**src/hw/rtl/plucked_string_synth_core_assert.svh**
```systemverilog
// Assertion macros shared by the plucked string voice RTL.
// Used by pss_voice and pss_obuf; compiled out when SYNTHESIS is defined.
`ifndef PLUCKED_STRING_SYNTH_CORE_ASSERT_SVH
`define PLUCKED_STRING_SYNTH_CORE_ASSERT_SVH

`ifndef SYNTHESIS

// Property must hold at every clock edge outside reset.
`define PSS_ASSERT(name, clk, rst_n, prop) \
    name: assert property (@(posedge clk) disable iff (!rst_n) prop) \
        else $error("pss assertion failed");

// Condition must never be seen at a clock edge outside reset.
`define PSS_ASSERT_NEVER(name, clk, rst_n, cond) \
    name: assert property (@(posedge clk) disable iff (!rst_n) !(cond)) \
        else $error("pss forbidden condition seen");

`else

`define PSS_ASSERT(name, clk, rst_n, prop)
`define PSS_ASSERT_NEVER(name, clk, rst_n, cond)

`endif

`endif

```
**src/hw/rtl/pss_pkg.sv**
```systemverilog
`timescale 1ns / 1ps
// Shared constants, types and register codes for the plucked string voice.
// No dependencies; pss_if, pss_cfg, pss_voice, pss_obuf and the top level import this package.
package pss_pkg;

    localparam int MAX_PERIOD    = 1024;
    localparam int SAMPLE_BITS   = 16;
    localparam int ADDR_BITS     = $clog2(MAX_PERIOD);
    localparam int PERIOD_BITS   = 11;
    localparam int GAIN_BITS     = 16;
    localparam int THR_BITS      = 15;
    localparam int HOLD_BITS     = 20;
    localparam int ELAPSED_BITS  = 21;

    localparam logic [ELAPSED_BITS-1:0] ELAPSED_MAX = '1;

    // Item function codes
    localparam logic FUNC_LOAD = 1'b0;
    localparam logic FUNC_TICK = 1'b1;

    // APB register map, one 32-bit word per register
    localparam int APB_DATA_BITS = 32;
    localparam int CFG_IDX_BITS  = 3;
    localparam int CFG_ADDR_BITS = CFG_IDX_BITS + 2;

    localparam logic [CFG_IDX_BITS-1:0] REG_PERIOD    = 3'd0;
    localparam logic [CFG_IDX_BITS-1:0] REG_DECAY     = 3'd1;
    localparam logic [CFG_IDX_BITS-1:0] REG_LEVEL     = 3'd2;
    localparam logic [CFG_IDX_BITS-1:0] REG_THRESHOLD = 3'd3;
    localparam logic [CFG_IDX_BITS-1:0] REG_HOLD      = 3'd4;

    localparam logic [PERIOD_BITS-1:0] RST_PERIOD    = 11'd583;
    localparam logic [GAIN_BITS-1:0]   RST_DECAY     = 16'd65437;
    localparam logic [GAIN_BITS-1:0]   RST_LEVEL     = 16'd13107;
    localparam logic [THR_BITS-1:0]    RST_THRESHOLD = 15'd1;
    localparam logic [HOLD_BITS-1:0]   RST_HOLD      = 20'd192000;

    // Result buffer
    localparam int OBUF_DEPTH = 4;
    localparam int OBUF_AW    = $clog2(OBUF_DEPTH);
    localparam int OBUF_CW    = OBUF_AW + 1;

    typedef struct packed {
        logic [PERIOD_BITS-1:0] period_length;
        logic [GAIN_BITS-1:0]   decay_gain;
        logic [GAIN_BITS-1:0]   output_level;
        logic [THR_BITS-1:0]    silence_threshold;
        logic [HOLD_BITS-1:0]   hold_samples;
    } t_cfg;

    typedef struct packed {
        logic                          func;
        logic [ADDR_BITS-1:0]          entry_index;
        logic signed [SAMPLE_BITS-1:0] excitation;
    } t_item;

    typedef struct packed {
        logic signed [SAMPLE_BITS-1:0] sample_out;
        logic                          active;
    } t_result;

endpackage

```
**src/hw/rtl/pss_if.sv**
```systemverilog


interface pss_out_if import pss_pkg::*; ();
    logic                          valid;
    logic                          ready;
    logic signed [SAMPLE_BITS-1:0] sample_out;
    logic                          active;

    modport source (output valid, sample_out, active, input ready);
    modport sink   (input valid, sample_out, active, output ready);
endinterface

```
**src/hw/rtl/pss_obuf.sv**
```systemverilog
`timescale 1ns / 1ps
// Small result queue that decouples the voice from the result channel.
// Depends on pss_pkg, pss_if and the assertion macro header.
`include "plucked_string_synth_core_assert.svh"

module pss_obuf import pss_pkg::*; (
    input  logic                 i_clk,
    input  logic                 i_rst_n,
    input  logic                 i_push,
    input  t_result              i_data,
    output logic [OBUF_CW-1:0]   o_count,
    pss_out_if.source            o_out
);

    t_result              r_mem [OBUF_DEPTH];
    logic [OBUF_AW-1:0]   r_wr, r_rd;
    logic [OBUF_CW-1:0]   r_count, n_count;
    logic                 pop;

    assign pop = o_out.valid && o_out.ready;

    always_comb begin
        n_count = r_count;
        if (i_push && !pop) begin
            n_count = r_count + 1'b1;
        end else if (pop && !i_push) begin
            n_count = r_count - 1'b1;
        end
    end

    always_ff @(posedge i_clk) begin
        if (!i_rst_n) begin
            r_wr    <= '0;
            r_rd    <= '0;
            r_count <= '0;
        end else begin
            if (i_push) begin
                r_wr <= r_wr + 1'b1;
            end
            if (pop) begin
                r_rd <= r_rd + 1'b1;
            end
            r_count <= n_count;
        end
    end

    always_ff @(posedge i_clk) begin
        if (i_push) begin
            r_mem[r_wr] <= i_data;
        end
    end

    assign o_count          = r_count;
    assign o_out.valid      = (r_count != '0);
    assign o_out.sample_out = r_mem[r_rd].sample_out;
    assign o_out.active     = r_mem[r_rd].active;

    `PSS_ASSERT_NEVER(a_no_overflow, i_clk, i_rst_n,
        i_push && !pop && (r_count == OBUF_CW'(OBUF_DEPTH)))
    `PSS_ASSERT(a_count_holds, i_clk, i_rst_n,
        (!i_push && !pop) |=> $stable(r_count))
    `PSS_ASSERT_NEVER(a_no_underflow, i_clk, i_rst_n,
        pop && (r_count == '0))

endmodule

```
**src/flat_wrapper.sv**
```systemverilog
// flat-port wrapper written by rule: the top's interface ports become plain ports
module pss_obuf_flat import pss_pkg::*;
  (i_clk, i_rst_n, i_push, i_data, o_count, o_out_valid, o_out_sample_out, o_out_active, o_out_ready);
  pss_out_if o_out_i ();
  input  logic i_clk;
  input  logic i_rst_n;
  input  logic i_push;
  input  t_result i_data;
  output logic [OBUF_CW-1:0] o_count;
  output wire logic [$bits(o_out_i.valid)-1:0] o_out_valid;
  output wire logic [$bits(o_out_i.sample_out)-1:0] o_out_sample_out;
  output wire logic [$bits(o_out_i.active)-1:0] o_out_active;
  input wire logic [$bits(o_out_i.ready)-1:0] o_out_ready;
  assign o_out_valid = o_out_i.valid;
  assign o_out_sample_out = o_out_i.sample_out;
  assign o_out_active = o_out_i.active;
  assign o_out_i.ready = o_out_ready;
  pss_obuf u_core (.i_clk(i_clk), .i_rst_n(i_rst_n), .i_push(i_push), .i_data(i_data), .o_count(o_count), .o_out(o_out_i));
endmodule
```
**config.mk**
```make
export PLATFORM = sky130hd
export DESIGN_NAME = pss_obuf_flat
export DESIGN_NICKNAME = d
export VERILOG_FILES = /design/src/hw/rtl/pss_pkg.sv /design/src/hw/rtl/pss_if.sv /design/src/hw/rtl/pss_obuf.sv /design/src/flat_wrapper.sv
export VERILOG_INCLUDE_DIRS = /design/src /design/src/hw/rtl
export SDC_FILE = /design/constraint.sdc
export NUM_CORES = 1
export LEC_CHECK = 0
export BUFFER_PORTS_ARGS = -buffer_cell sky130_fd_sc_hd__buf_2
export CAP_MARGIN = 40
export CORE_UTILIZATION = 53
export CTS_BUF_LIST = sky130_fd_sc_hd__clkbuf_4
export DETAILED_ROUTE_END_ITERATION = 7
export HOLD_SLACK_MARGIN = 0.15
export PLACE_DENSITY = 0.8
export SLEW_MARGIN = 20
export SYNTH_ARGS = -nofsm -noshare
export SYNTH_HDL_FRONTEND = slang
export SYNTH_SLANG_ARGS = --single-unit
```
**constraint.sdc**
```tcl
create_clock -name i_clk -period 1.85 [get_ports i_clk]
set_input_delay 0.185 -clock i_clk [delete_from_list [all_inputs] [get_ports i_clk]]
set_output_delay 0.185 -clock i_clk [all_outputs]
set_load 0.01 [all_outputs]
```
==> results of run 1 <==
-- worst min-delay path: stages --
cell and delay (ps):
buf_2 130, o311ai_2 80, xnor2_1 60, and2_1 160
-- synthesized netlist by cell type, types with 2 or more instances --
| cell type | instances | area share |
|---|---|---|
| buf_2 | 2 | 0.0034 |
| ha_1 | 5 | 0.021 |
| dfxtp_1 | 9 | 0.061 |
| nor2b_1 | 2 | 0.0042 |
| mux2i_1 | 2 | 0.0068 |
| or3_1 | 2 | 0.0042 |
| and2_1 | 9 | 0.019 |
| xor2_1 | 2 | 0.0059 |
| edfxtp_1 | 68 | 0.69 |
| mux4_2 | 10 | 0.076 |
| inv_1 | 3 | 0.0038 |
| xnor2_1 | 3 | 0.0089 |
| mux4_1 | 7 | 0.062 |
-- how the worst max path moves through the flow --
stage                                 start                 to  slack (ps)  depth (start not counted)
after floorplan           u_core.o_count[1]  u_core.o_count[2]           9                          7
after global placement    u_core.o_count[1]  u_core.o_count[2]          50                          7
after detailed placement  u_core.o_count[1]  u_core.o_count[2]        -130                          7
after CTS                 u_core.o_count[0]  u_core.o_count[2]         -30                          7
after global routing      u_core.o_count[1]  u_core.o_count[2]        -140                          7
final                     u_core.o_count[1]  u_core.o_count[2]         -80                          7
-- placed cells by master (no fill, tap or decap), types with 2 or more instances in the layout --
| cell | instances |
|---|---|
| and2_1 | 9 |
| dfxtp_4 | 2 |
| clkbuf_4 | 9 |
| buf_6 | 11 |
| bufinv_16 | 2 |
| ha_1 | 4 |
| mux2i_1 | 2 |
| dlygate4sd3_1 | 19 |
| mux4_2 | 17 |
| buf_4 | 11 |
| or3_1 | 2 |
| buf_2 | 30 |
| edfxtp_1 | 68 |
| inv_1 | 2 |
| nor2b_1 | 2 |
| dfxtp_1 | 6 |
| buf_12 | 2 |
| buf_8 | 2 |
| clkinv_1 | 2 |
| xnor2_1 | 3 |
-- layout make-up --
cell class / instances / area [um^2] / area share
flip-flops and latches: 77 / 2231 / 0.5863
multi-input cells: 47 / 676.9 / 0.1779
repair buffers: 76 / 641.9 / 0.1687
clock inverters: 7 / 88.84 / 0.02335
well taps: 70 / 87.58 / 0.02302
clock buffers: 9 / 67.56 / 0.01776
inverters: 3 / 11.26 / 0.002960
-- flip-flops by register name (all words and copies together) (netlist names), named ones only --
| signal | flops |
|---|---|
| u_core.o_count | 3 |
| u_core.r_wr | 2 |
| u_core.r_rd | 2 |
| u_core.r_mem | 68 |
-- through the flow --
step	hold WS, ps	setup WS, ps	power [uW]	TNS, ps	utilization
finish	235.9	-75.20	4690	-75.20	0.7265
global route	223.9	-136.2	4904	-870.6	0.7265
CTS	222.2	-30.28	4445	-30.28	0.6992
detailed placement	403.9	-125.9	3240	-125.9	0.6283
global placement	393.9	53.08	3180	0	0.6283
floorplan	283.9	8.597	2886	0	-
-- power by group --
group          internal, uW  switching (uW)
Sequential             2030            90.3
Combinational           867             588
Clock                   541             570
Total                  3440            1250
-- per-layer routing --
layer	vias to the layer above	GRT usage	wire length (um)
met5	-	0	0
met3	9	0.05238	261
met2	45	0.3214	2889
li1	692	-	-
met4	0	0.08846	89
met1	788	0.2254	2149
-- logic make-up after synthesis --
group                      synth area share
DFF                                  0.7503
muxes                                0.1449
and+or+nand+nor                     0.02746
buffers and inverters               0.01774
adders and majority gates           0.02788
xor gates and xnor gates            0.01479
AOI/OAI and AO/OA                   0.01690
-- repair_timing --
item                                   4_1_cts  5_1_grt
setup endpoints to repair                   15       18
pin swaps                                    3        2
hold buffers                                19        0
cloned                                       0        1
setup buffers                                2        2
endpoints found under the hold margin       77        0
resized for setup                           12       17
==> impl_metrics.toml, run 1 <==
[timing]
max_slew_margin = 0.8227
fin_crit_sh = 1.041
period_needed_ps = 1925
rsz0062_at_grt = "yes"
tightest_slew_ps = 266.0
fmax_mhz = 519.4
setup_viol = 1
finalHoldViolCount = 0
layout_setup_ws_ps = -75.20
slew_violations = 0
skew_ps = 18.79

[yosys]
synth_nets = 158
async_reset_ff_frac = 0
ys.flop_type = "edfxtp_1"
yosys_warnings = 0
ys_seq_area_frac = 0.7503
netlist_area_um2 = 2962
synthDistinctLibCells = 20
synth-edff-count = 68
syn_inst = 131
syn_area_per_cell_um2 = 22.61
synth_seq_cells = 77

[place]
io_buffers = 41
placed_cells = 247
dpl.hpwl_um = 3193
placed_area_um2 = 3291
routabilityCongestion = 0.6564

[cts]
cts_tree = "built"
clock_latency_ps = 420
clock-root-buffer = "clkbuf_4"
ctsLongestPathBuffers = 2
clk_pin_slew_ps = 120
htree_levels = 3
clkSinkCount = 77
numCtsBuffers = 9

[power_and_ir_drop]
ir_drop_mv = 0.9551
p_leak_uw = 0.001359
powerDensity_nw_per_um2 = 1233

[die]
die_area_um2 = 5891
rows = 26
fp.coreArea_um2 = 5238
ios = 42
die_width_um = 76.75
start_util = 0.5655
die_y_um = 76.75

[drt]
postRouteAntennaNets = 0
vias = 1534
wl_per_cell_um = 18.65
drc = 0
routed_wl_um = 5389
firstDrtPassIters = 4
first_iter_violations = 77
viasPerCell = 5.308

[setup_path]
path_cells = "o31ai_4 -> ha_2 -> inv_2 -> fa_2 -> xor2_2 -> or3_1 -> a21boi_2"
rr_worst_depth = 7
cp.buffers_inverters = 1
rr_startpoint = "u_core.o_count[1]"
r2r_slack_ps = -80
slowest_stage = "dfxtp_4"
crit_family = "adder cells"
cpPeakStageDelay_ps = 370
cp_data_arrival_time_ps = 2270
path_max_fanout = 2
crit_type = "register to register"
timing.rr.end = "u_core.o_count[2]"
cp-start-kind = "register"
cp-end-kind = "register"
cp_data_required_time_ps = 2200

[hold_path]
min_from = "o_out_ready"
min_path_cells = 4
min_path_type = "primary input to register"

[cells_and_area]
drive_gt1_frac = 0.4475
fill_cells = 331
diodes = 0
stdcell_area_um2 = 3805
synthToLayoutAreaGrowth_pct = 28.47
final_cells = 289
layout.nets = 241

[grt]
grt_max_degree = 18
grt_pass1_vias = 1588
antenna_found_initial = 0
grt_overflow = 0
track_usage = 0.1899
grt_pass1_wl_um = 7955

[run]
max_cap_viol_count = 0

[status]
violations = "setup timing"
outcome = "finished with violations"
Note: power is estimated with default switching activity, not from simulation.
==> run 2, diff against run 1 <==
BUFFER_PORTS_ARGS = -buffer_cell sky130_fd_sc_hd__buf_4   (was -buffer_cell sky130_fd_sc_hd__buf_2)
CORE_UTILIZATION = 55   (was 53)
PLACE_DENSITY = 0.79   (was 0.8)
clock period = 2.4 ns   (was 1.85 ns; I/O delays follow)
==> impl_metrics.toml, run 2 (synthesized netlist as in run 1, its figures left out) <==
[cells_and_area]
mostFrequentLayoutCell = "edfxtp_1"
diodes = 0
mostFrequentLayoutCells = "68 x edfxtp_1, 47 x buf_4, 18 x dlygate4sd3_1, 10 x mux4_2, 10 x clkbuf_4"
layout.nets = 230
synthToLayoutAreaGrowth_pct = 25.86
largest_reg_flops = 68
stdcell_area_um2 = 3727
drive_gt1_frac = 0.3606
top_register = "u_core.r_mem"

[cts]
ctsResizeCount = 0
htree_levels = 3
postCtsSetupBuffers = 0
numCtsBuffers = 9
clock_latency_ps = 400
clkSinkCount = 77
cts_tree = "built"
hold_buffers = 18
ctsLongestPathBuffers = 2
clock-root-buffer = "clkbuf_4"
clk_pin_slew_ps = 120

[drt]
vias = 1485
first_iter_violations = 67
drc = 0
firstDrtPassIters = 4
postRouteAntennaNets = 0
routed_wl_um = 5118
viasPerCell = 5.342
wl_per_cell_um = 18.41

[setup_path]
crit_type = "register to output pin"
cp-start-kind = "register"
slowest_stage = "mux4_1"
path_max_fanout = 17
cp-end-kind = "output pin"
cp_data_required_time_ps = 2160
cp.buffers_inverters = 2
crit_family = "multiplexers"
cpPeakStageDelay_ps = 640
path_cells = "buf_4 -> mux4_1 -> buf_4"
worst_path_most_repeated_cell = "buf_4"
cp_data_arrival_time_ps = 1860

[timing]
slew_violations = 0
layout_setup_ws_ps = 304.2
finalHoldViolCount = 0
skew_ps = 7.181
rsz0062_at_grt = "no"
setup_viol = 0
period_needed_ps = 2096
timing.setup.tns_ps = 0
tightest_slew_ps = 643.7
fmax_mhz = 477.1
whs_ps = 187.4
max_slew_margin = 0.5708
fin_crit_sh = 0.8732

[grt]
track_usage = 0.2001
grt_overflow = 0
grt_max_degree = 18
grt_pass1_wl_um = 7569
grt_pass1_vias = 1515
antenna_found_initial = 0

[place]
placed_area_um2 = 3361
dpl.hpwl_um = 3190
pre_cts_slack_ps = 362.6
routabilityCongestion = 0.7419
io_buffers = 41

[run]
max_cap_viol_count = 0

[die]
fp.coreArea_um2 = 5140
die_y_um = 75.38
die_width_um = 75.38
die_area_um2 = 5682
start_util = 0.5762
rows = 26
ios = 42

[power_and_ir_drop]
finalPower_uw = 3488
p_leak_uw = 0.001338
ir_drop_mv = 0.6153
powerDensity_nw_per_um2 = 935.8

[hold_path]
min_path_type = "primary input to register"

[status]
outcome = "completed"
-- run 2: layer usage --
metal / share of wire / vias up / track usage
met1: 0.39 / 751 / 0.2254
li1: - / 679 / -
met4: 0.016 / 0 / 0.1152
met5: 0 / - / 0
met2: 0.55 / 46 / 0.3571
met3: 0.039 / 9 / 0.03836
-- run 2: worst min-delay path: cells and delay by family --
| kind | cells | cell delay [ps] |
|---|---|---|
| AND/OR/NAND/NOR | 1 | 100 |
| multiplexers | 1 | 80 |
| buffers and inverters | 1 | 130 |
-- run 2: cell type report --
| class | instances | area (um^2) |
|---|---|---|
| Clock buffer | 10 | 75.07 |
| Fill cell | 332 | 1413 |
| Timing Repair Buffer | 65 | 533.0 |
| Multi-Input combinational cell | 47 | 686.9 |
| Inverter | 3 | 11.26 |
| Tap cell | 70 | 87.58 |
| Clock inverter | 6 | 111.4 |
| Sequential cell | 77 | 2222 |
-- run 2: path summary, 6_finish.rpt --
path	startpoint	endpoint	slack, ps	depth (start not counted)
worst min register to register	u_core.r_wr[1]	u_core.r_wr[1]	590	2
worst min-delay path	i_push	u_core.r_wr[1]	190	3
worst max register to register	u_core.o_count[0]	u_core.o_count[2]	330	7
worst max-delay path	register	o_out_sample_out[6]	300	3
-- run 2: report_power, final --
part	switching [uW]	total (uW)	internal [uW]
Combinational	397	901	505
Clock	423	962	539
Sequential	67.5	1620	1560
Total	887	3490	2600
-- run 2: through the flow --
stage / std cells / util
finish: 278 / 0.7252
global placement: 244 / 0.6538
CTS: 278 / 0.7252
floorplan: 131 / -
detailed placement: 244 / 0.6538
global route: 278 / 0.7252
==> run 3, diff against run 2 <==
GPL_ROUTABILITY_DRIVEN = 1   (was not set)
clock period = 2.5 ns   (was 2.4 ns; I/O delays follow)
==> impl_metrics.toml, run 3 (synthesized netlist as in run 1, its figures left out) <==
[cells_and_area]
synthToLayoutAreaGrowth_pct = 26.02
stdcell_area_um2 = 3732
fill_cells = 333
mostFrequentLayoutCells = "68 x edfxtp_1, 47 x buf_4, 18 x dlygate4sd3_1, 10 x mux4_2, 10 x clkbuf_4"
final_util = 0.7261
diodes = 0
mostFrequentLayoutCell = "edfxtp_1"
top_register = "u_core.r_mem"
drive_gt1_frac = 0.3493
layout.nets = 231
largest_reg_flops = 68

[place]
dpl.hpwl_um = 3162
placed_area_um2 = 3361
io_buffers = 41
routabilityCongestion = 0.7956
pre_cts_slack_ps = 452.7

[drt]
routed_wl_um = 4965
firstDrtPassIters = 4
postRouteAntennaNets = 0
wl_per_cell_um = 17.80
vias = 1507
met3_length_um = 173
first_iter_violations = 95
drc = 0
wl_met1_um = 2082
top_layer = "met4"
wl_met2_um = 2581
viasPerCell = 5.401

[cts]
clock-root-buffer = "clkbuf_4"
ctsLongestPathBuffers = 2
clkSinkCount = 77
clock_latency_ps = 420
numCtsBuffers = 9
clk_pin_slew_ps = 110
htree_levels = 3
cts_tree = "built"
postCtsSetupBuffers = 0
ctsResizeCount = 0

[setup_path]
slowest_stage = "dfxtp_1"
path_max_fanout = 11
cp_data_arrival_time_ps = 2100
path_cells = "buf_4 -> mux4_2 -> buf_4"
worst_path_most_repeated_cell = "buf_4"
crit_type = "register to output pin"
r2r_slack_ps = 420
rr_worst_depth = 7
rr_startpoint = "u_core.o_count[0]"
timing.rr.end = "u_core.o_count[2]"
cp-end-kind = "output pin"
cp_data_required_time_ps = 2250
cp-start-kind = "register"
cpPeakStageDelay_ps = 740

[power_and_ir_drop]
powerDensity_nw_per_um2 = 894.2
ir_drop_mv = 0.6519
p_leak_uw = 0.001342

[grt]
grt_max_degree = 18
grt_overflow = 0
track_usage = 0.1992
antenna_found_initial = 0
grt_pass1_vias = 1523
grt_pass1_wl_um = 7507

[timing]
fmax_mhz = 425.4
layout_setup_ws_ps = 149.0
max_slew_margin = 0.5799
setup_viol = 0
skew_ps = 8.162
tightest_slew_ps = 629.3
whs_ps = 174.5
finalHoldViolCount = 0
slew_violations = 0
period_needed_ps = 2351
timing.setup.tns_ps = 0
rsz0062_at_grt = "no"
fin_crit_sh = 0.9404

[hold_path]
hold_end = "u_core.r_wr[1]"
min_from = "i_push"
min_path_type = "primary input to register"
min_path_cells = 3

[die]
start_util = 0.5762
die_y_um = 75.38
rows = 26
fp.coreArea_um2 = 5140
ios = 42
die_width_um = 75.38
die_area_um2 = 5682

[run]
max_cap_viol_count = 0

[status]
outcome = "completed"
-- run 3: cell types whose count changed in the layout (fill, tap and decap cells not counted) --
cell        change
buf_8           +1
clkinv_4        -1
clkinvlp_4      -1
clkinv_1        +3
clkinv_2        -1
-- run 3: what timing repair did --
action	in CTS	in global routing
hold buffers	18	0
setup endpoints to repair	0	0
endpoints found under the hold margin	77	0
-- run 3: cell type report --
cell class | count | area [um^2] | area share
sequential | 77 | 2222 | 0.5954
clock buffer | 10 | 75.07 | 0.02011
multi-input combinational | 47 | 686.9 | 0.1840
tap | 70 | 87.58 | 0.02347
timing repair buffer | 66 | 548.0 | 0.1468
clock inverter | 6 | 101.3 | 0.02715
inverter | 3 | 11.26 | 0.003017
-- run 3: worst max-delay path by stage --
stage / endpoint / slack (ps)
2_1_floorplan: u_core.o_count[2] / 560
3_3_place_gp: u_core.o_count[2] / 560
3_5_place_dp: u_core.o_count[2] / 450
4_1_cts: o_out_sample_out[10] / 80
5_1_grt: o_out_sample_out[3] / 10
6_report: o_out_sample_out[12] / 150
-- run 3: routing by layer --
layer	global-route usage	vias up
met5	0	-
met4	0.1111	0
met3	0.04894	10
met2	0.3264	44
met1	0.2462	772
li1	-	681
-- run 3: metrics by stage --
stage,std cells,total power [uW]
after global routing,279,3500
after floorplan,131,2125
after detailed placement,244,2436
final,279,3338
after CTS,278,3361
after global placement,244,2408
-- run 3: report_power, final --
group | internal, uW | switching, uW
Sequential | 1500 | 108
Clock | 509 | 399
Combinational | 499 | 329
Total | 2500 | 835
-- run 3: critical path: cells and delay by family, from the launching register on --
kind                   cells  cell delay (ps)
DFF                        1              740
muxes                      1              520
buffers and inverters      2              430
