<file path="src/hw/rtl/plucked_string_synth_core_assert.svh">
// Assertion macros shared by the plucked string voice RTL.
// Used by pss_voice and pss_obuf; compiled out when SYNTHESIS is defined.
`ifndef PLUCKED_STRING_SYNTH_CORE_ASSERT_SVH
`define PLUCKED_STRING_SYNTH_CORE_ASSERT_SVH

`ifndef SYNTHESIS

// Property must hold at every clock edge outside reset.
`define PSS_ASSERT(name, clk, rst_n, prop) \
    name: assert property (@(posedge clk) disable iff (!rst_n) prop) \
        else $error("pss assertion failed");

// Condition must never be seen at a clock edge outside reset.
`define PSS_ASSERT_NEVER(name, clk, rst_n, cond) \
    name: assert property (@(posedge clk) disable iff (!rst_n) !(cond)) \
        else $error("pss forbidden condition seen");

`else

`define PSS_ASSERT(name, clk, rst_n, prop)
`define PSS_ASSERT_NEVER(name, clk, rst_n, cond)

`endif

`endif

</file>
<file path="src/hw/rtl/pss_pkg.sv">
`timescale 1ns / 1ps
// Shared constants, types and register codes for the plucked string voice.
// No dependencies; pss_if, pss_cfg, pss_voice, pss_obuf and the top level import this package.
package pss_pkg;

    localparam int MAX_PERIOD    = 1024;
    localparam int SAMPLE_BITS   = 16;
    localparam int ADDR_BITS     = $clog2(MAX_PERIOD);
    localparam int PERIOD_BITS   = 11;
    localparam int GAIN_BITS     = 16;
    localparam int THR_BITS      = 15;
    localparam int HOLD_BITS     = 20;
    localparam int ELAPSED_BITS  = 21;

    localparam logic [ELAPSED_BITS-1:0] ELAPSED_MAX = '1;

    // Item function codes
    localparam logic FUNC_LOAD = 1'b0;
    localparam logic FUNC_TICK = 1'b1;

    // APB register map, one 32-bit word per register
    localparam int APB_DATA_BITS = 32;
    localparam int CFG_IDX_BITS  = 3;
    localparam int CFG_ADDR_BITS = CFG_IDX_BITS + 2;

    localparam logic [CFG_IDX_BITS-1:0] REG_PERIOD    = 3'd0;
    localparam logic [CFG_IDX_BITS-1:0] REG_DECAY     = 3'd1;
    localparam logic [CFG_IDX_BITS-1:0] REG_LEVEL     = 3'd2;
    localparam logic [CFG_IDX_BITS-1:0] REG_THRESHOLD = 3'd3;
    localparam logic [CFG_IDX_BITS-1:0] REG_HOLD      = 3'd4;

    localparam logic [PERIOD_BITS-1:0] RST_PERIOD    = 11'd583;
    localparam logic [GAIN_BITS-1:0]   RST_DECAY     = 16'd65437;
    localparam logic [GAIN_BITS-1:0]   RST_LEVEL     = 16'd13107;
    localparam logic [THR_BITS-1:0]    RST_THRESHOLD = 15'd1;
    localparam logic [HOLD_BITS-1:0]   RST_HOLD      = 20'd192000;

    // Result buffer
    localparam int OBUF_DEPTH = 4;
    localparam int OBUF_AW    = $clog2(OBUF_DEPTH);
    localparam int OBUF_CW    = OBUF_AW + 1;

    typedef struct packed {
        logic [PERIOD_BITS-1:0] period_length;
        logic [GAIN_BITS-1:0]   decay_gain;
        logic [GAIN_BITS-1:0]   output_level;
        logic [THR_BITS-1:0]    silence_threshold;
        logic [HOLD_BITS-1:0]   hold_samples;
    } t_cfg;

    typedef struct packed {
        logic                          func;
        logic [ADDR_BITS-1:0]          entry_index;
        logic signed [SAMPLE_BITS-1:0] excitation;
    } t_item;

    typedef struct packed {
        logic signed [SAMPLE_BITS-1:0] sample_out;
        logic                          active;
    } t_result;

endpackage

</file>
<file path="src/hw/rtl/pss_cfg.sv">
`timescale 1ns / 1ps
// APB register file holding the voice configuration.
// Depends on pss_pkg for the register map and the t_cfg struct.
module pss_cfg import pss_pkg::*; (
    input  logic                     i_clk,
    input  logic                     i_rst_n,
    input  logic                     psel,
    input  logic                     penable,
    input  logic                     pwrite,
    input  logic [CFG_ADDR_BITS-1:0] paddr,
    input  logic [APB_DATA_BITS-1:0] pwdata,
    output logic [APB_DATA_BITS-1:0] prdata,
    output logic                     pready,
    output t_cfg                     o_cfg
);

    t_cfg                    r_cfg, n_cfg;
    logic [CFG_IDX_BITS-1:0] reg_idx;
    logic                    wr_en;

    assign pready  = 1'b1;
    assign reg_idx = paddr[CFG_ADDR_BITS-1:2];
    assign wr_en   = psel && penable && pwrite && pready;

    always_comb begin
        n_cfg = r_cfg;
        if (wr_en) begin
            unique case (reg_idx)
                REG_PERIOD:    n_cfg.period_length     = pwdata[PERIOD_BITS-1:0];
                REG_DECAY:     n_cfg.decay_gain        = pwdata[GAIN_BITS-1:0];
                REG_LEVEL:     n_cfg.output_level      = pwdata[GAIN_BITS-1:0];
                REG_THRESHOLD: n_cfg.silence_threshold = pwdata[THR_BITS-1:0];
                REG_HOLD:      n_cfg.hold_samples      = pwdata[HOLD_BITS-1:0];
                default: ;
            endcase
        end
    end

    always_comb begin
        unique case (reg_idx)
            REG_PERIOD:    prdata = APB_DATA_BITS'(r_cfg.period_length);
            REG_DECAY:     prdata = APB_DATA_BITS'(r_cfg.decay_gain);
            REG_LEVEL:     prdata = APB_DATA_BITS'(r_cfg.output_level);
            REG_THRESHOLD: prdata = APB_DATA_BITS'(r_cfg.silence_threshold);
            REG_HOLD:      prdata = APB_DATA_BITS'(r_cfg.hold_samples);
            default:       prdata = '0;
        endcase
    end

    always_ff @(posedge i_clk) begin
        if (!i_rst_n) begin
            r_cfg.period_length     <= RST_PERIOD;
            r_cfg.decay_gain        <= RST_DECAY;
            r_cfg.output_level      <= RST_LEVEL;
            r_cfg.silence_threshold <= RST_THRESHOLD;
            r_cfg.hold_samples      <= RST_HOLD;
        end else begin
            r_cfg <= n_cfg;
        end
    end

    assign o_cfg = r_cfg;

endmodule

</file>
<file path="config.mk">
export PLATFORM = sky130hd
export DESIGN_NAME = pss_cfg
export DESIGN_NICKNAME = d
export VERILOG_FILES = /design/src/hw/rtl/plucked_string_synth_core_assert.svh /design/src/hw/rtl/pss_pkg.sv /design/src/hw/rtl/pss_cfg.sv
export SDC_FILE = /design/constraint.sdc
export NUM_CORES = 1
export LEC_CHECK = 0
export BUFFER_PORTS_ARGS = -buffer_cell sky130_fd_sc_hd__buf_2
export CAP_MARGIN = 40
export CORE_MARGIN = 1.5
export CORE_UTILIZATION = 48
export DETAILED_ROUTE_END_ITERATION = 16
export PLACE_DENSITY = 0.8
export SYNTH_ARGS = -nofsm -noshare
export SYNTH_HDL_FRONTEND = slang
export SYNTH_SLANG_ARGS = --single-unit
export TNS_END_PERCENT = 5
</file>
<file path="constraint.sdc">
create_clock -name i_clk -period 1.9 [get_ports i_clk]
set_clock_uncertainty 0.15 [all_clocks]
set_input_delay 0.38 -clock i_clk [delete_from_list [all_inputs] [get_ports i_clk]]
set_output_delay 0.38 -clock i_clk [all_outputs]
set_load 0.01 [all_outputs]
</file>
==> impl_metrics.json, run 1 <==
{
  "numCtsBuffers": 9,
  "clk_pin_slew_ps": 80,
  "clkLatencyLatePin_ps": 340,
  "dpl.cell_count": 629,
  "largest_reg_flops": 78,
  "final_cells": 646,
  "cts.sinks": 78,
  "p_leak_nw": 2.322,
  "max_stage_delay_ps": 330,
  "met3WireLength_um": 702,
  "htreeDepth": 3,
  "mostFrequentLayoutCells": "buf_2 (124), mux2i_1 (73), dfxtp_1 (70)",
  "highest_layer": "met4",
  "combPwrFrac_pct": 12.4,
  "fmax_mhz": 533.5,
  "post-route-min-period_ps": 1874,
  "antenna_found_initial": 0,
  "vias": 3486,
  "die_h_um": 91.51,
  "routed_wl_um": 10720,
  "grt_use_total_pct": 25.56,
  "fillerInstances": 632,
  "min_to": "o_cfg[16]",
  "clockRootBuffer": "clkbuf_8",
  "worstPathCellList": "mux2_4, a22oi_2, o22ai_2, buf_2",
  "rows": 32,
  "pin_count": 153,
  "critPathCaptureType": "primary output",
  "avgSynthCellArea_um2": 9.330,
  "clkPwrFrac_pct": 36.1,
  "setup_violations": 0,
  "grt_pass1_wl_um": 16730,
  "multi_input_area_mm2": 0.002011,
  "crit_slowest_cell": "dfxtp_2",
  "cpLargestDelayFamily": "flip-flops",
  "cts_tree": "done",
  "hold_path_class": "in -> reg",
  "hold_violations": 0,
  "wl_met1_um": 4573,
  "post-dp-hpwl_um": 7682,
  "seq_power_share_pct": 51.5,
  "power_switching_share_pct": 24.91,
  "vdd_ir_drop_max_uv": 503.1,
  "grt_overflow": 0,
  "ys_ff_latch": 78,
  "final_common_cell": "buf_2",
  "synth_warnings": 0,
  "core-area_mm2": 0.007647,
  "grt_pass1_vias": 3417,
  "drc": 0,
  "die_area_mm2": 0.008373,
  "startpoint_type": "register",
  "grt_max_degree": 65,
  "p_per_area_mw_per_mm2": 649.6,
  "wl_met2_um": 5234,
  "ant_nets": 0,
  "crit_path_max_fanout": 3,
  "holdPathStages": 3,
  "fin_nets": 583,
  "viasPerCell": 5.396,
  "synthDistinctLibCells": 28,
  "r2r_start": "o_cfg[35]",
  "wl_per_cell_um": 16.60,
  "area_growth_pct": 31.68,
  "drt_first_pass_iters": 4,
  "postCtsHoldBufs": 0,
  "drive_above_1_share_pct": 37.87,
  "status": "finished clean",
  "final.period_utilization_pct": 98.65,
  "total_power_w": 0.003216,
  "whs_ps": 132.8,
  "yosysTopAreaCellShare_pct": 41.53,
  "synth_area_mm2": 0.003760,
  "r2r_slack_ps": 1020,
  "netlist_instances": 403,
  "port_buffers": 125,
  "drtIter0Drc": 216,
  "arrival_ps": 1340,
  "worstSetupPathType": "reg -> out",
  "synth.area.top_cells": "dfxtp_1 (42%), mux2i_1 (19%), nand2_1 (6.4%)",
  "worstHoldStart": "pwdata[16]",
  "regArea_mm2": 0.001572,
  "yosys.area.top_type": "dfxtp_1",
  "initial_utilization_pct": 49.17,
  "clockBufferDepth": 2,
  "r2r_end": "o_cfg[35]",
  "die_w_um": 91.51,
  "post-route-util_pct": 64.74,
  "slew_viol_final": 0,
  "critPathBufInv": 1,
  "required_ps": 1370,
  "rsz0062_at_grt": "true",
  "fin_tns_setup_ps": 0,
  "drv_cap": 0,
  "internal_power_w": 0.002415,
  "ys_seq_area_share_pct": 41.53,
  "antenna_cells": 0,
  "power_switching_w": 0.0008013,
  "r2r_cells": 2,
  "routabilityCongestion": 0.8570
}
-- synth_stat cells --
library cell / count
and4b_1: 1
buf_1: 1
o21a_1: 2
nand4b_1: 6
buf_6: 2
nor3_1: 1
nand3_1: 7
mux2i_1: 73
inv_1: 11
nand3b_1: 3
o22ai_1: 15
o211ai_1: 10
clkbuf_2: 1
nor2b_1: 37
buf_2: 8
mux2_2: 10
nor2_1: 1
and3_1: 7
buf_4: 15
o32ai_1: 1
nand2b_1: 1
nor3b_2: 1
clkbuf_1: 19
a22oi_1: 25
nand2_1: 64
dfxtp_1: 78
nor3b_1: 1
conb_1: 2
-- per-stage QoR --
step | area, µm² | setup slack [ps]
CTS | 4863 | -2.110
global route | 4951 | -27.57
global placement | 4639 | -64.08
detailed placement | 4639 | -62.35
finish | 4951 | 25.56
floorplan | 3804 | 74.57
-- kinds of logic (layout without fill, tap and decap cells) --
family,count (synthesis),in the layout,synth area share (%)
AND/OR/NAND/NOR,130,130,17.84
multiplexers,83,83,22.43
AO/OA/AOI/OAI,53,53,10.12
buffers and inverters,57,187,7.887
other,2,13,0.1997
flip-flops,78,78,41.53
-- layer usage --
metal	vias to the layer above	global-route usage (%)
met5	-	0
met4	0	11.33
met3	19	4.606
met2	147	43.47
met1	1666	31.34
li1	1654	-
-- worst max-delay path by stage --
| stage | from | slack, ps | endpoint | depth (start not counted) |
|---|---|---|---|---|
| 2_1_floorplan | paddr[2] | 70 | prdata[0] | 4 |
| 3_3_place_gp | paddr[2] | -60 | prdata[6] | 6 |
| 3_5_place_dp | paddr[2] | -60 | prdata[6] | 6 |
| 4_1_cts | paddr[2] | -2 | prdata[10] | 7 |
| 5_1_grt | o_cfg[43] | -30 | prdata[8] | 4 |
| 6_report | o_cfg[43] | 30 | prdata[8] | 4 |
-- power by group through the flow --
stage / registers [W] / clock network [W] / logic (W)
final: 0.00166 / 0.00116 / 0.000399
after global placement: 0.00169 / 0 / 0.000360
after CTS: 0.00166 / 0.00118 / 0.000379
after detailed placement: 0.00170 / 0 / 0.000367
after floorplan: 0.00170 / 0 / 0.000224
after global routing: 0.00166 / 0.00124 / 0.000430
-- worst register-to-register path: cells and delay by family, from the launching register on --
family	cells	cell delay, ps
AND/OR/NAND/NOR	1	160
flip-flops	1	340
multiplexers	1	110
-- timing repair --
item / 4_1_cts / 5_1_grt
pin swaps: 2 / 4
resized for setup: 8 / 19
hold endpoints to repair: 0 / 0
cloned: 0 / 1
setup endpoints to repair: 12 / 14
setup buffers: 2 / 0
-- area by class of cell --
cell class,count,area share (%)
Timing Repair Buffer,162,20.65
Sequential cell,78,31.74
Tap cell,102,2.578
Clock buffer,10,2.578
Clock inverter,4,1.011
Inverter,11,0.8340
Multi-Input combinational cell,279,40.61
(Power assumes the default switching activity.)
==> inputs of run 2 (changes only) <==
--- a/config.mk
+++ b/config.mk
@@ -10,7 +10,10 @@
 export CORE_MARGIN = 1.5
 export CORE_UTILIZATION = 48
 export DETAILED_ROUTE_END_ITERATION = 16
+export GPL_TIMING_DRIVEN = 0
 export PLACE_DENSITY = 0.8
+export RECOVER_POWER = 100
+export SLEW_MARGIN = 20
 export SYNTH_ARGS = -nofsm -noshare
 export SYNTH_HDL_FRONTEND = slang
 export SYNTH_SLANG_ARGS = --single-unit
==> run 2 against run 1 <==
Effect of this change:
- the flow now finishes with violations (negative setup slack)
- wire length rose by 20%
- combinational power rose by 16%
- critical endpoint is now prdata[2]
- largest cell class unchanged
- register-to-register slack barely moved
- largest power group unchanged
- highest routed layer unchanged
==> impl_metrics.json, run 2 (synthesis gave the netlist of run 1 again) <==
{
  "post-dp-hpwl_um": 8551,
  "worstHoldStart": "pwdata[18]",
  "hold_path_class": "in -> reg",
  "grt_use_total_pct": 29.95,
  "grt_pass1_wl_um": 19080,
  "numCtsBuffers": 9,
  "setup_violations": 13,
  "holdPathStages": 3,
  "r2r_start": "o_cfg[53]",
  "port_buffers": 124,
  "r2r_slack_ps": 1020,
  "drc": 0,
  "fin_nets": 596,
  "antenna_cells": 0,
  "critPathCaptureType": "primary output",
  "area_growth_pct": 34.01,
  "routed_wl_um": 12860,
  "max_stage_delay_ps": 240,
  "grt_max_degree": 12,
  "status": "finished with violations",
  "post-route-min-period_ps": 2036,
  "crit_path_max_fanout": 6,
  "final_cells": 660,
  "core-area_mm2": 0.007647,
  "die_w_um": 91.51,
  "clk_pin_slew_ps": 80,
  "drt_first_pass_iters": 5,
  "clockRootBuffer": "clkbuf_8",
  "wl_per_cell_um": 19.48,
  "worst_pin_slew_ps": 744.1,
  "largest_reg_flops": 78,
  "clockBufferDepth": 2,
  "startpoint": "paddr[2]",
  "grt_pass1_vias": 3576,
  "startpoint_type": "primary input",
  "mostFrequentLayoutCells": "buf_2 (113), dfxtp_1 (78), mux2i_1 (73)",
  "vias": 3715,
  "dpl.cell_count": 640,
  "final.period_utilization_pct": 107.2,
  "die_h_um": 91.51,
  "total_power_w": 0.003338,
  "fillerInstances": 613,
  "final_common_cell": "buf_2",
  "relSlewSlack_pct": 50.01,
  "vdd_ir_drop_max_uv": 513.6,
  "violations": "negative setup slack",
  "slew_viol_final": 0,
  "rsz0062_at_grt": "true",
  "antenna_found_initial": 0,
  "r2r_end": "o_cfg[53]",
  "initial_utilization_pct": 49.17,
  "min_to": "o_cfg[18]",
  "required_ps": 1370,
  "clkLatencyLatePin_ps": 340,
  "worstSetupPathType": "in -> out",
  "cts_tree": "done",
  "regArea_mm2": 0.001562,
  "routabilityCongestion": 0.8673,
  "drtIter0Drc": 259,
  "drv_cap": 0,
  "fmax_mhz": 491.2,
  "die_area_mm2": 0.008373,
  "arrival_ps": 1510,
  "rows": 32,
  "drive_above_1_share_pct": 35.66,
  "p_leak_nw": 2.302,
  "pin_count": 153,
  "fin_ws_ps": -135.9,
  "worstPathCellList": "buf_12, buf_16, nor2b_4, buf_8, a22oi_2, o22ai_2, buf_2",
  "cts.sinks": 78,
  "grt_overflow": 0,
  "multi_input_area_mm2": 0.002100,
  "r2r_cells": 2,
  "htreeDepth": 3,
  "p_per_area_mw_per_mm2": 662.5,
  "hold_violations": 0,
  "viasPerCell": 5.629,
  "whs_ps": 115.7,
  "ant_nets": 0,
  "crit_slowest_cell": "nor2b_4"
}
[run 2: cell types whose count changed in the layout (fill, tap and decap cells not counted), moves of 3 or more]
cell	delta
a22oi_2	+9
buf_6	+3
o22ai_2	+6
a22oi_1	-9
dfxtp_2	-8
buf_4	-7
dfxtp_1	+8
buf_12	-5
clkbuf_8	+3
clkbuf_1	+29
buf_2	-11
o22ai_1	-6
[run 2: power breakdown]
group	switching [W]	internal, W	leakage (nW)
Combinational	0.000266	0.000197	1.58
Sequential	0.0000119	0.00165	0.630
Clock	0.000577	0.000639	0.0908
Total	0.000855	0.00248	2.30
[run 2: per-layer routing]
layer	track usage, %	up-vias	wire (µm)
met5	0	-	0
met4	12.89	0	366
met3	5.276	38	1009
met2	49.75	210	6294
met1	37.97	1786	5186
li1	-	1681	-
[run 2: worst max path at each step]
stage,endpoint,slack [ps],depth (start not counted)
floorplan,prdata[0],70,4
global placement,prdata[3],-720,6
detailed placement,prdata[3],-680,6
CTS,prdata[6],-110,8
global route,prdata[2],-140,7
finish,prdata[2],-140,7
[run 2: cell type report]
type | count | share of cell area [%]
buffer | 46 | 6.556
clock buffer | 14 | 3.030
clock inverter | 1 | 0.5960
inverter | 11 | 0.8195
multi-input combinational | 279 | 41.67
sequential | 78 | 30.99
tap | 102 | 2.533
timing repair buffer | 129 | 13.81
[run 2: worst max-delay path, delay by kind of cell]
| family | cells | cell delay (ps) |
|---|---|---|
| buffers and inverters | 4 | 580 |
| AOI/OAI and AO/OA | 2 | 300 |
| and+or+nand+nor | 1 | 240 |
[run 2: timing repair]
item	4_1_cts	5_1_grt
pin swaps	7	15
resized for setup	39	32
buffers inserted	4	0
gates cloned	2	0
setup endpoints to repair	20	20
hold buffers	0	0
[run 2: stage by stage]
stage / setup slack (ps) / instance area (µm²) / util (%) / setup TNS (ps)
6_report: -135.9 / 5039 / 65.89 / -1086
3_3_place_gp: -715.4 / 4552 / 59.52 / -9205
4_1_cts: -106.4 / 4950 / 64.73 / -967.8
5_1_grt: -140.1 / 5039 / 65.89 / -1121
2_1_floorplan: 74.57 / 3804 / - / 0
3_5_place_dp: -680.9 / 4552 / 59.52 / -9551
==> inputs of run 3 (changes only) <==
--- a/config.mk
+++ b/config.mk
@@ -17,4 +17,3 @@
 export SYNTH_ARGS = -nofsm -noshare
 export SYNTH_HDL_FRONTEND = slang
 export SYNTH_SLANG_ARGS = --single-unit
-export TNS_END_PERCENT = 5
==> run 3 against run 2 <==
Effect of this change:
- the run still ends with negative setup slack left
- register-to-register slack barely moved
- via count grew 1.6%
- combinational power is essentially flat
- fmax increased by 0.56%
- total power rose by 0.12%
- flip-flop and latch count is the same
- critical path depth shrank 1
- wire length shrank 0.24%
- core utilization shrank 0.52 points
- sequential power about the same
- clock power is essentially flat
- first-iteration DRC count grew 1.9%
==> impl_metrics.json, run 3 (synthesis gave the netlist of run 1 again) <==
{
  "crit_path_max_fanout": 10,
  "slew_viol_final": 0,
  "viasPerCell": 5.720,
  "worst_pin_slew_ps": 756.6,
  "postCtsHoldBufs": 0,
  "arrival_ps": 1490,
  "initial_utilization_pct": 49.17,
  "post-dp-hpwl_um": 8551,
  "required_ps": 1370,
  "drt_first_pass_iters": 5,
  "final_cells": 660,
  "die_w_um": 91.51,
  "hold_path_class": "in -> reg",
  "rsz0062_at_grt": "true",
  "whs_ps": 117.5,
  "cts.sinks": 78,
  "cpLargestDelayFamily": "buffers and inverters",
  "grt_use_total_pct": 29.95,
  "cts_tree": "done",
  "final.period_utilization_pct": 106.6,
  "die_h_um": 91.51,
  "fin_nets": 596,
  "drtIter0Drc": 264,
  "grt_pass1_wl_um": 19010,
  "antenna_cells": 0,
  "vdd_ir_drop_max_uv": 510.3,
  "ant_nets": 0,
  "numCtsBuffers": 9,
  "clk_pin_slew_ps": 80,
  "routabilityCongestion": 0.8673,
  "drive_above_1_share_pct": 28.32,
  "dpl.cell_count": 640,
  "fin_ws_ps": -124.5,
  "max_stage_delay_ps": 360,
  "routed_wl_um": 12830,
  "pre_cts_ws_ps": -680.9,
  "setup_violations": 13,
  "grt_pass1_vias": 3581,
  "worstSetupPathType": "in -> out",
  "pin_count": 153,
  "drc": 0,
  "final_common_cell": "dfxtp_1",
  "drv_cap": 0,
  "status": "finished with violations",
  "antenna_found_initial": 0,
  "grt_overflow": 0,
  "fmax_mhz": 493.9,
  "vias": 3775,
  "p_per_area_mw_per_mm2": 668.6,
  "fillerInstances": 631,
  "p_leak_nw": 2.182,
  "crit_slowest_cell": "mux2_2",
  "violations": "negative setup slack",
  "hold_violations": 0,
  "wl_per_cell_um": 19.43,
  "worstPathCellList": "buf_12, buf_6, mux2_2, a22oi_1, o22ai_2, buf_2",
  "clkLatencyLatePin_ps": 350,
  "post-route-min-period_ps": 2025,
  "grt_max_degree": 12,
  "die_area_mm2": 0.008373,
  "rows": 32,
  "area_growth_pct": 32.94,
  "clockBufferDepth": 2,
  "critPathBufInv": 3,
  "core-area_mm2": 0.007647,
  "largest_reg_flops": 78,
  "relSlewSlack_pct": 49.17,
  "mostFrequentLayoutCells": "dfxtp_1 (78), clkbuf_1 (74), mux2i_1 (73)",
  "critPathCaptureType": "primary output",
  "port_buffers": 124,
  "startpoint_type": "primary input",
  "htreeDepth": 3,
  "clockRootBuffer": "clkbuf_8"
}
[run 3: cell types whose count changed in the layout (fill, tap and decap cells not counted)]
cell      change
a22oi_1       -3
a22oi_2       +3
buf_2        -45
buf_4         -2
clkbuf_1     +44
clkbuf_2      +1
clkbuf_4      +2
[run 3: final cells by class]
cell class	instances	area (µm²)	share of cell area (%)
Multi-Input combinational cell	279	2115	42.30
Inverter	11	41.29	0.8260
Timing Repair Buffer	129	638.1	12.77
Sequential cell	78	1562	31.24
Buffer	46	332.8	6.658
Tap cell	102	127.6	2.553
Clock buffer	14	152.6	3.054
Clock inverter	1	30.03	0.6008
[run 3: tightest hold or removal path: cells and delay by family]
family / cells / cell delay [ps]
buffers and inverters: 1 / 100
AND/OR/NAND/NOR: 1 / 50
multiplexers: 1 / 50
[run 3: repair_timing]
action	CTS	global route
pin swaps	11	16
setup buffers	4	0
endpoints found under the setup margin	20	20
cloned	2	0
resized for setup	43	28
[run 3: worst paths after layout]
| path | startpoint | to | slack [ps] | cells past startpoint |
|---|---|---|---|---|
| min reg2reg | o_cfg[18] | o_cfg[18] | 320 | 2 |
| max reg2reg | o_cfg[76] | o_cfg[76] | 1030 | 2 |
| max | paddr[2] | prdata[2] | -120 | 6 |
| min | pwdata[18] | o_cfg[18] | 120 | 3 |
[run 3: stage by stage]
step,utilization (%),area (µm²),setup TNS (ps),power [W]
5_1_grt,65.36,4999,-1207,0.003440
4_1_cts,64.95,4967,-853.5,0.003310
3_5_place_dp,59.52,4552,-9551,0.002071
2_1_floorplan,-,3804,0,0.001924
6_report,65.36,4999,-936.8,0.003342
3_3_place_gp,59.52,4552,-9205,0.002066
[run 3: per-layer routing]
layer	wire, µm	track usage (%)	share of wire [%]
met5	0	0	0
met4	501	13.93	3.9
met3	1157	5.779	9.0
met2	6054	49.38	47
met1	5111	37.55	40
[run 3: power by group]
part | total [W] | internal [W] | switching, W | leakage, nW
Combinational | 0.000464 | 0.000196 | 0.000268 | 1.46
Clock | 0.00122 | 0.000639 | 0.000580 | 0.0908
Sequential | 0.00166 | 0.00165 | 0.0000121 | 0.630
